[src/oqd_pkg.sv]
// Shared constants, codes and types of the ordered queue with delete by value.
package oqd_pkg;

  localparam int unsigned DEPTH   = 16;
  localparam int unsigned DATA_W  = 32;
  localparam int unsigned CNT_W   = $clog2(DEPTH + 1);
  localparam int unsigned OCNT_W  = 5;
  localparam int unsigned STAT_W  = 2;
  localparam int unsigned OUT_W   = 8;

  typedef enum logic [STAT_W-1:0] {
    STATUS_OK      = 2'd0,
    STATUS_NOMATCH = 2'd1,
    STATUS_FULL    = 2'd2
  } status_e;

  typedef enum logic {
    OP_PUSH   = 1'b0,
    OP_REMOVE = 1'b1
  } op_e;

  // control broadcast to every cell
  typedef struct packed {
    logic cmp;    // register match flag
    logic apply;  // commit push or shift
    logic push;   // operation is a push
  } cell_ctrl_t;

endpackage

[src/oqd_cell.sv]
// One storage cell of the queue: holds an entry, compares it, shifts toward the head.
module oqd_cell (
  input  logic                              clk_i,
  input  logic                              rst_ni,
  input  oqd_pkg::cell_ctrl_t               ctrl_i,
  input  logic                              valid_i,
  input  logic                              tail_i,
  input  logic [oqd_pkg::DATA_W-1:0]        key_i,
  input  logic [oqd_pkg::DATA_W-1:0]        next_entry_i,
  input  logic                              found_i,
  output logic [oqd_pkg::DATA_W-1:0]        entry_o,
  output logic                              found_o
);

  logic [oqd_pkg::DATA_W-1:0] entry_q;
  logic                       match_q;

  // a match here or nearer the head closes the gap at this cell
  assign found_o = found_i | match_q;
  assign entry_o = entry_q;

  always_ff @(posedge clk_i or negedge rst_ni) begin
    if (!rst_ni) begin
      match_q <= 1'b0;
    end else if (ctrl_i.cmp) begin
      match_q <= valid_i & (entry_q == key_i);
    end
  end

  always_ff @(posedge clk_i) begin
    if (ctrl_i.apply) begin
      if (ctrl_i.push) begin
        if (tail_i) begin
          entry_q <= key_i;
        end
      end else if (found_o) begin
        entry_q <= next_entry_i;
      end
    end
  end

endmodule

[src/ordered_queue_delete_by_value_unit.sv]
// Top level of the ordered queue with delete by value: handshake, control and cell row.
//
// Usage:
//   Input channel (s_axis_*): one transaction carries one operation. tuser holds
//   the operation (0 push value at the tail, 1 remove the first entry equal to the
//   value, searched from the head); tdata holds the signed 32-bit value.
//   Output channel (m_axis_*): exactly one result transaction per operation, in
//   order. tdata bits [1:0] give the status (0 ok, 1 no match, 2 full, push
//   refused) and bits [6:2] the entry count after the operation.
//   Operation flow: at the edge that accepts an operation every cell
//   registers whether its entry matches the key. Once the output register
//   is free, the first-match flag ripples along the row, the row shifts (or
//   the tail loads) and the result is registered, raising m_axis_tvalid.
//   s_axis_tready is low while an operation is pending, so a new operation
//   is not accepted until the pending one has committed; the registered
//   match flag sets this.
//   Reset: the store is emptied (count zero, no pending result). Entry contents
//   are not cleared; only positions below the count are ever read.
//   Stall: the result waits in the output register while m_axis_tready is low.
//   A new operation is still taken and compared, then held until the output
//   register is free.
module ordered_queue_delete_by_value_unit (
  input  logic                        clk_i,
  input  logic                        rst_ni,
  input  logic                        s_axis_tvalid,
  output logic                        s_axis_tready,
  input  logic [31:0]                 s_axis_tdata,  // [31:0] value
  input  logic                        s_axis_tuser,  // [0] op
  output logic                        m_axis_tvalid,
  input  logic                        m_axis_tready,
  output logic [oqd_pkg::OUT_W-1:0]   m_axis_tdata   // [1:0] status, [6:2] entry_count, [7] zero
);

  localparam int unsigned DEPTH = oqd_pkg::DEPTH;
  localparam int unsigned CNT_W = oqd_pkg::CNT_W;

  typedef enum logic [1:0] {
    ST_IDLE = 2'b01,
    ST_EXEC = 2'b10
  } state_e;

  state_e                        state_q, state_d;
  logic [oqd_pkg::DATA_W-1:0]    key_q;
  logic                          op_q;
  logic [CNT_W-1:0]              count_q, count_d;
  logic                          out_valid_q;
  oqd_pkg::status_e              status_q, status_d;
  logic [oqd_pkg::OCNT_W-1:0]    out_count_q;

  logic                          in_fire;
  logic                          commit;
  logic                          is_push;
  logic                          full;
  oqd_pkg::cell_ctrl_t           ctrl;

  logic [oqd_pkg::DATA_W-1:0]    entry   [DEPTH];
  logic [DEPTH:0]                found;

  assign s_axis_tready = (state_q == ST_IDLE);
  assign in_fire       = s_axis_tvalid & s_axis_tready;
  // commit once compare is done and the output register can take the result
  assign commit        = (state_q == ST_EXEC) & (~out_valid_q | m_axis_tready);
  assign is_push       = (op_q == oqd_pkg::OP_PUSH);
  assign full          = (count_q == CNT_W'(DEPTH));

  assign ctrl.cmp   = in_fire;
  assign ctrl.apply = commit;
  assign ctrl.push  = is_push;

  // first-match flag ripples from head to tail
  assign found[0] = 1'b0;

  for (genvar i = 0; i < DEPTH; i++) begin : g_cell
    logic [oqd_pkg::DATA_W-1:0] next_entry;
    if (i == DEPTH - 1) begin : g_last
      assign next_entry = entry[i];
    end else begin : g_mid
      assign next_entry = entry[i+1];
    end

    oqd_cell u_cell (
      .clk_i        (clk_i),
      .rst_ni       (rst_ni),
      .ctrl_i       (ctrl),
      .valid_i      (CNT_W'(i) < count_q),
      .tail_i       (count_q == CNT_W'(i)),
      .key_i        (in_fire ? s_axis_tdata : key_q),
      .next_entry_i (next_entry),
      .found_i      (found[i]),
      .entry_o      (entry[i]),
      .found_o      (found[i+1])
    );
  end

  // status and new count of the operation being committed
  always_comb begin
    count_d  = count_q;
    status_d = oqd_pkg::STATUS_OK;
    if (is_push) begin
      if (full) begin
        status_d = oqd_pkg::STATUS_FULL;
      end else begin
        count_d = count_q + CNT_W'(1);
      end
    end else begin
      if (found[DEPTH]) begin
        count_d = count_q - CNT_W'(1);
      end else begin
        status_d = oqd_pkg::STATUS_NOMATCH;
      end
    end
  end

  always_comb begin
    state_d = state_q;
    case (state_q)
      ST_IDLE: begin
        if (in_fire) begin
          state_d = ST_EXEC;
        end
      end
      ST_EXEC: begin
        if (commit) begin
          state_d = ST_IDLE;
        end
      end
      default: begin
        state_d = ST_IDLE;
      end
    endcase
  end

  always_ff @(posedge clk_i or negedge rst_ni) begin
    if (!rst_ni) begin
      state_q     <= ST_IDLE;
      count_q     <= '0;
      out_valid_q <= 1'b0;
    end else begin
      state_q <= state_d;
      if (commit) begin
        count_q     <= count_d;
        out_valid_q <= 1'b1;
      end else if (m_axis_tready) begin
        // drop the result once the receiver takes it
        out_valid_q <= 1'b0;
      end
    end
  end

  // hold the operation from acceptance until it commits
  always_ff @(posedge clk_i) begin
    if (in_fire) begin
      key_q <= s_axis_tdata;
      op_q  <= s_axis_tuser;
    end
    if (commit) begin
      status_q    <= status_d;
      out_count_q <= oqd_pkg::OCNT_W'(count_d);
    end
  end

  assign m_axis_tvalid = out_valid_q;
  assign m_axis_tdata  = {1'b0, out_count_q, status_q};

endmodule
[config.mk]
export PLATFORM = sky130hd
export DESIGN_NAME = ordered_queue_delete_by_value_unit
export DESIGN_NICKNAME = d
export VERILOG_FILES = /design/src/oqd_pkg.sv /design/src/oqd_cell.sv /design/src/ordered_queue_delete_by_value_unit.sv
export SDC_FILE = /design/constraint.sdc
export NUM_CORES = 1
export LEC_CHECK = 0
export ABC_CLOCK_PERIOD_IN_PS = 6900
export BUFFER_PORTS_ARGS = -buffer_cell sky130_fd_sc_hd__buf_2
export CAP_MARGIN = 5
export CORE_MARGIN = 1
export CORE_UTILIZATION = 50
export CTS_BUF_LIST = sky130_fd_sc_hd__clkbuf_8
export DETAILED_ROUTE_END_ITERATION = 10
export PLACE_DENSITY = 0.74
export RECOVER_POWER = 50
export SYNTH_ARGS = -nofsm -noshare
export SYNTH_HDL_FRONTEND = slang
export SYNTH_HIERARCHICAL = 1
export SYNTH_SLANG_ARGS = --single-unit
[constraint.sdc]
create_clock -name clk_i -period 6.9 [get_ports clk_i]
set_input_delay 1.035 -clock clk_i [delete_from_list [all_inputs] [get_ports clk_i]]
set_output_delay 1.035 -clock clk_i [all_outputs]
set_load 0.005 [all_outputs]
=== After elaboration in Yosys (flattened, before gate mapping) ===
Index checks and enable logic that the tools add are counted.

* Register bits after elaboration: 576
* Bits in latches: 0
* Bits in writable memories: 0
* Bits in read-only memories: 0
* Output and inout port bits: 10
* Memories kept: 0

* Add/sub/neg operators: 2
* Multiply operators: 0
* Div/mod/pow operators: 0
* Order comparisons: 16
* Equal/unequal tests: 51
* Shift operators: 0
* Multiplexer cells: 57
* Bitwise operators: 36
* Reductions and logical operators: 34

{| class="wikitable"
|+ Operators with widths
! operator !! count
|-
| $mux W32 || 46
|-
| $eq A32 B32 Y1 || 16
|-
| $reduce_and A3 Y1 || 16
|-
| $eq A5 B4 Y1 const B || 8
|-
| $lt A4 B5 Y1 const A || 8
|-
| $ne A2 B1 Y1 const B || 16
|-
| $reduce_bool A2 Y1 || 16
|-
| $eq A5 B3 Y1 const B || 4
|-
| $lt A3 B5 Y1 const A || 4
|-
| $and A1 B1 Y1 || 18
|-
| $or A1 B1 Y1 || 16
|-
| $mux W5 || 3
|-
| $eq A5 B2 Y1 const B || 2
|-
| $lt A1 B5 Y1 const A || 2
|-
| $lt A2 B5 Y1 const A || 2
|-
| $mux W2 || 4
|-
| $add A5 B1 Y5 const B || 1
|-
| $eq A5 B1 Y1 const B || 1
|-
| $eq A5 B5 Y1 const B || 1
|-
| $logic_not A5 Y1 || 1
|-
| $sub A5 B1 Y5 const B || 1
|-
| $pmux W2 S2 || 1
|-
| $mux W1 || 3
|-
| $eq A2 B1 Y1 const B || 1
|-
| 4 further kinds || 5
|}

=== Depth between registers and ports, before layout ===
* Word-level depth: 17
* Gate-level depth with buffers: 20

=== Modules after synthesis ===
The synthesis kept the hierarchy.

{| class="wikitable"
|+ By module, submodules not included
! module !! times used !! cells an instance !! area an instance (um^2) !! sequential area each (um^2)
|-
| oqd_cell || 16 || 117 || 1749.2 || 985.9
|-
| ordered_queue_delete_by_value_unit || 1 || 194 || 2140.8 || 1082.3
|}

=== Least setup slack after synthesis ===
OpenSTA, ideal clock, no wires.

* Kind: register to register
* Start: reg g_cell[0].u_cell/match_q (netlist name)
* End: reg g_cell[15].u_cell.entry_q (netlist bit g_cell[15].u_cell/entry_o[0]), enable pin
* Setup time: 404 ps
* Data arrival time: 5377 ps
* Data required time: 6496 ps
* Slack: 1119 ps
* Stages on the path, launching flop included: 18
* Path buffers: 0
* Period minus slack after synthesis: 5781 ps
* Cells stage by stage: dfrtp_1 or2_2 or2_2 or2_2 or2_2 or2_2 or2_2 or2_2 or2_2 or2_2 or2_2 or2_2 or2_2 or2_2 or2_2 or2_2 or2_2 o211a_1

{| class="wikitable"
|+ RTL lines
! item !! RTL line !! RTL
|-
| to (signal assigned) || oqd_cell.sv:34 || <nowiki>entry_q <= key_i;</nowiki>
|-
| to (signal assigned) || oqd_cell.sv:37 || <nowiki>entry_q <= next_entry_i;</nowiki>
|-
| to (decl) || oqd_cell.sv:15 || <nowiki>logic [oqd_pkg::DATA_W-1:0] entry_q;</nowiki>
|}

==> results.yml <==
status:
  outcome: "finished, violations left"
  violations: "capacitance limit, slew limit"
global_routing:
  grt_max_degree: 166
  gr-usage-met1: 0.261
  antenna_found_initial: 5
  use_met2: 0.371
  grt_usage: 0.210
  grt_busiest_layer: "met2"
  grt_pass1_vias: 17934
  met3_usage: 0.0367
  grt_first_pass_wirelength_mm: 99.0
  grt_overflow: 0
drt:
  first_pass_iters: 5
  dr.first_iter.drc_count: 955
  ant_nets: 0
  drc: 0
  drt-total-wl_mm: 63.3
  num_vias: 16908
  wl_per_cell_um: 20.9
  vias_per_cell: 5.58
worst_setup_path:
  start_kind: "register"
  critPathCaptureType: "register"
  cp.arrival_ps: 6530
  cp_max_fo: 24
  critPathRequiredTime_ps: 7330
  worstSetupPathType: "reg2reg"
sta:
  setup_viol: 0
  relSlewSlack: -0.996
  setup_tns_ps: 0
  rsz0062_at_grt: "false"
  skew_ps: 42.5
  finalCritPeriodShare: 0.884
  timing.final.hold_violations: 0
  worst_pin_slew_ps: 2990
  finalMaxSlewViolations: 1233
  min_period_ps: 6100
  fmax_mhz: 164
finish:
  layout_common_cells: "edfxtp_1 (520), mux2_2 (500), xor2_1 (322), xnor2_1 (195), clkbuf_8 (108)"
  fin_util: 0.558
  fin_cells: 3031
  area_growth_pct: 9.74
  drive_above_1_share: 0.319
  nets: 2219
  final_common_cell: "edfxtp_1"
  fillCellCount: 4721
flow_run:
  cap_violations: 36
synthesis:
  synth-async-reset-ratio: 0.0417
  synth_top_cell_by_area: "edfxtp_1"
  syn_area_per_cell_um2: 14.6
  synth-xor-area-share: 0.151
  synth_mux_area_frac: 0.204
  ys_warn_count: 6
  synth_compound_area_frac: 0.0167
  yosys_most_used_dff: "edfxtp_1"
  ys_seq_area_frac: 0.560
  ys_ff_latch: 576
  synthDistinctLibCells: 49
  synth_top_family_by_area: "multiplexers"
  netlist_area_um2: 30100
  synth_top_cell_area_share: 0.518
  yosys.area_share.simple: 0.0534
  synth_edf_count: 520
  synthAdderAreaFrac: 0.00208
  syn_inst: 2066
  synth_area_leaders: "edfxtp_1 (52%), mux2_2 (19%), xor2_1 (9.4%)"
power:
  p_sw_frac: 0.306
  ir_drop_uv: 213
  pwr_density_cell_nw_per_um2: 291
  comb_power_share: 0.266
  netSwitchingPower_w: 0.00294
  p_int_w: 0.00667
  pwr-share-seq: 0.439
  power_frac_clock: 0.296
  p_leak_nw: 11.3
clocking:
  clkLatencyLatePin_ps: 690
  htreeDepth: 3
  cts-buffers-inserted: 95
  cts.sinks: 576
  hold_buffers: 0
  cts_tree: "built"
  root_buffer: "clkbuf_8"
  ctsResizeCount: 0
  clk_pin_slew_worst_paths_ps: 70
  postCtsSetupBuffers: 0
  cts_buffer_depth: 3
floorplan:
  dieArea_um2: 61200
  die_h_um: 247
  die_x_um: 247
  io_pins: 47
  std_cell_rows: 89
  start_util: 0.509
  core_area_um2: 59200
min_path:
  hold_class: "in2reg"
placement:
  portBuffers: 45
  hpwl_mm: 40.1
  dp_cells: 2852
  gp_congestion: 0.813
[metrics by stage]
step / worst slack, ps / instance area (µm²) / power, W / hold slack, ps
after floorplan: 1120 / 30100 / 0.00610 / 481
after global placement: 642 / 31300 / 0.00674 / 509
after detailed placement: 586 / 31300 / 0.00681 / 536
after CTS: 532 / 33200 / 0.00966 / 382
after global routing: 616 / 33100 / 0.0101 / 481
final: 802 / 33100 / 0.00962 / 522
[worst max-delay path: stages (launching register included)]
cell	delay (ps)
dfrtp_1	380
or2_2	300
or2_2	300
or2_2	290
or2_2	300
or2_2	290
or2_2	310
or2_2	300
or2_2	290
or2_2	300
or2_2	290
or2_2	290
or2_2	290
or2_2	280
or2_2	290
or2_2	290
or2_2	350
o211a_1	420
buf_16	260
[kinds of logic after synthesis]
logic type	count (synthesis)
xor+xnor	518
buf+inv	101
fa+ha+maj	5
mux	546
flops	576
simple gates	268
compound gates	51
other cells	1
[routing by layer]
metal	share of wire	up-vias
met5	0.00036	-
met4	0.023	4
met3	0.046	111
met2	0.51	311
met1	0.42	8520
li1	-	7962
[Yosys cell counts (all sizes together), types with 3 or more instances]
cell      n
buf       9
clkbuf   67
dfrtp    23
dfxtp    32
edfxtp  520
ha        5
inv      25
mux2    546
nand2    15
nand2b   27
nand3    18
nand4    64
nor2     15
nor3      5
nor4     80
o211a    16
o21ai     6
o21bai    3
o22ai    17
or2      17
or4      16
xnor2   196
xor2    322
[cell type report]
| type | count | area [µm²] | area share |
|---|---|---|---|
| antenna | 1 | 2.50 | 0.0000757 |
| clock buffer | 108 | 1490 | 0.0450 |
| clock inverter | 69 | 335 | 0.0101 |
| inverter | 25 | 101 | 0.00307 |
| multi-input combinational | 1390 | 12900 | 0.389 |
| sequential | 576 | 16900 | 0.510 |
| tap | 773 | 967 | 0.0293 |
| timing repair buffer | 89 | 440 | 0.0133 |
[sequential cells by signal, summed over array words and instances, names as in the netlist]
| signal | cells |
|---|---|
| g_cell.u_cell/match_q | 16 |
| op_q | 1 |
| status_q | 2 |
| g_cell.u_cell/entry_o | 512 |
| state_q | 2 |
| m_axis_tvalid | 1 |
| out_count_q | 5 |
| count_q | 5 |
| key_q | 32 |
[worst paths after layout]
kind | from | end | slack (ps) | cells past startpoint
max | g_cell[0].u_cell/match_q$_DFFE_PN0P_ | g_cell[15].u_cell/entry_o[3]$_DFFE_PP_ | 800 | 18
min | s_axis_tuser | op_q$_DFFE_PP_ | 520 | 1
max reg2reg | g_cell[0].u_cell/match_q$_DFFE_PN0P_ | g_cell[15].u_cell/entry_o[3]$_DFFE_PP_ | 800 | 18
min reg2reg | g_cell[5].u_cell/match_q$_DFFE_PN0P_ | g_cell[5].u_cell/match_q$_DFFE_PN0P_ | 560 | 2
max in group asynchronous | rst_ni | count_q[0]$_DFFE_PN0P_ | 4990 | 1
min in group asynchronous | rst_ni | count_q[1]$_DFFE_PN0P_ | 840 | 1
[power groups by stage]
stage               sequential, W  combinational [W]  clock [W]
finish                    0.00422            0.00255    0.00284
CTS                       0.00422            0.00254    0.00290
floorplan                 0.00423            0.00187          0
global route              0.00424            0.00277    0.00306
global placement          0.00428            0.00245          0
detailed placement        0.00429            0.00252          0
(Power assumes the default switching activity.)
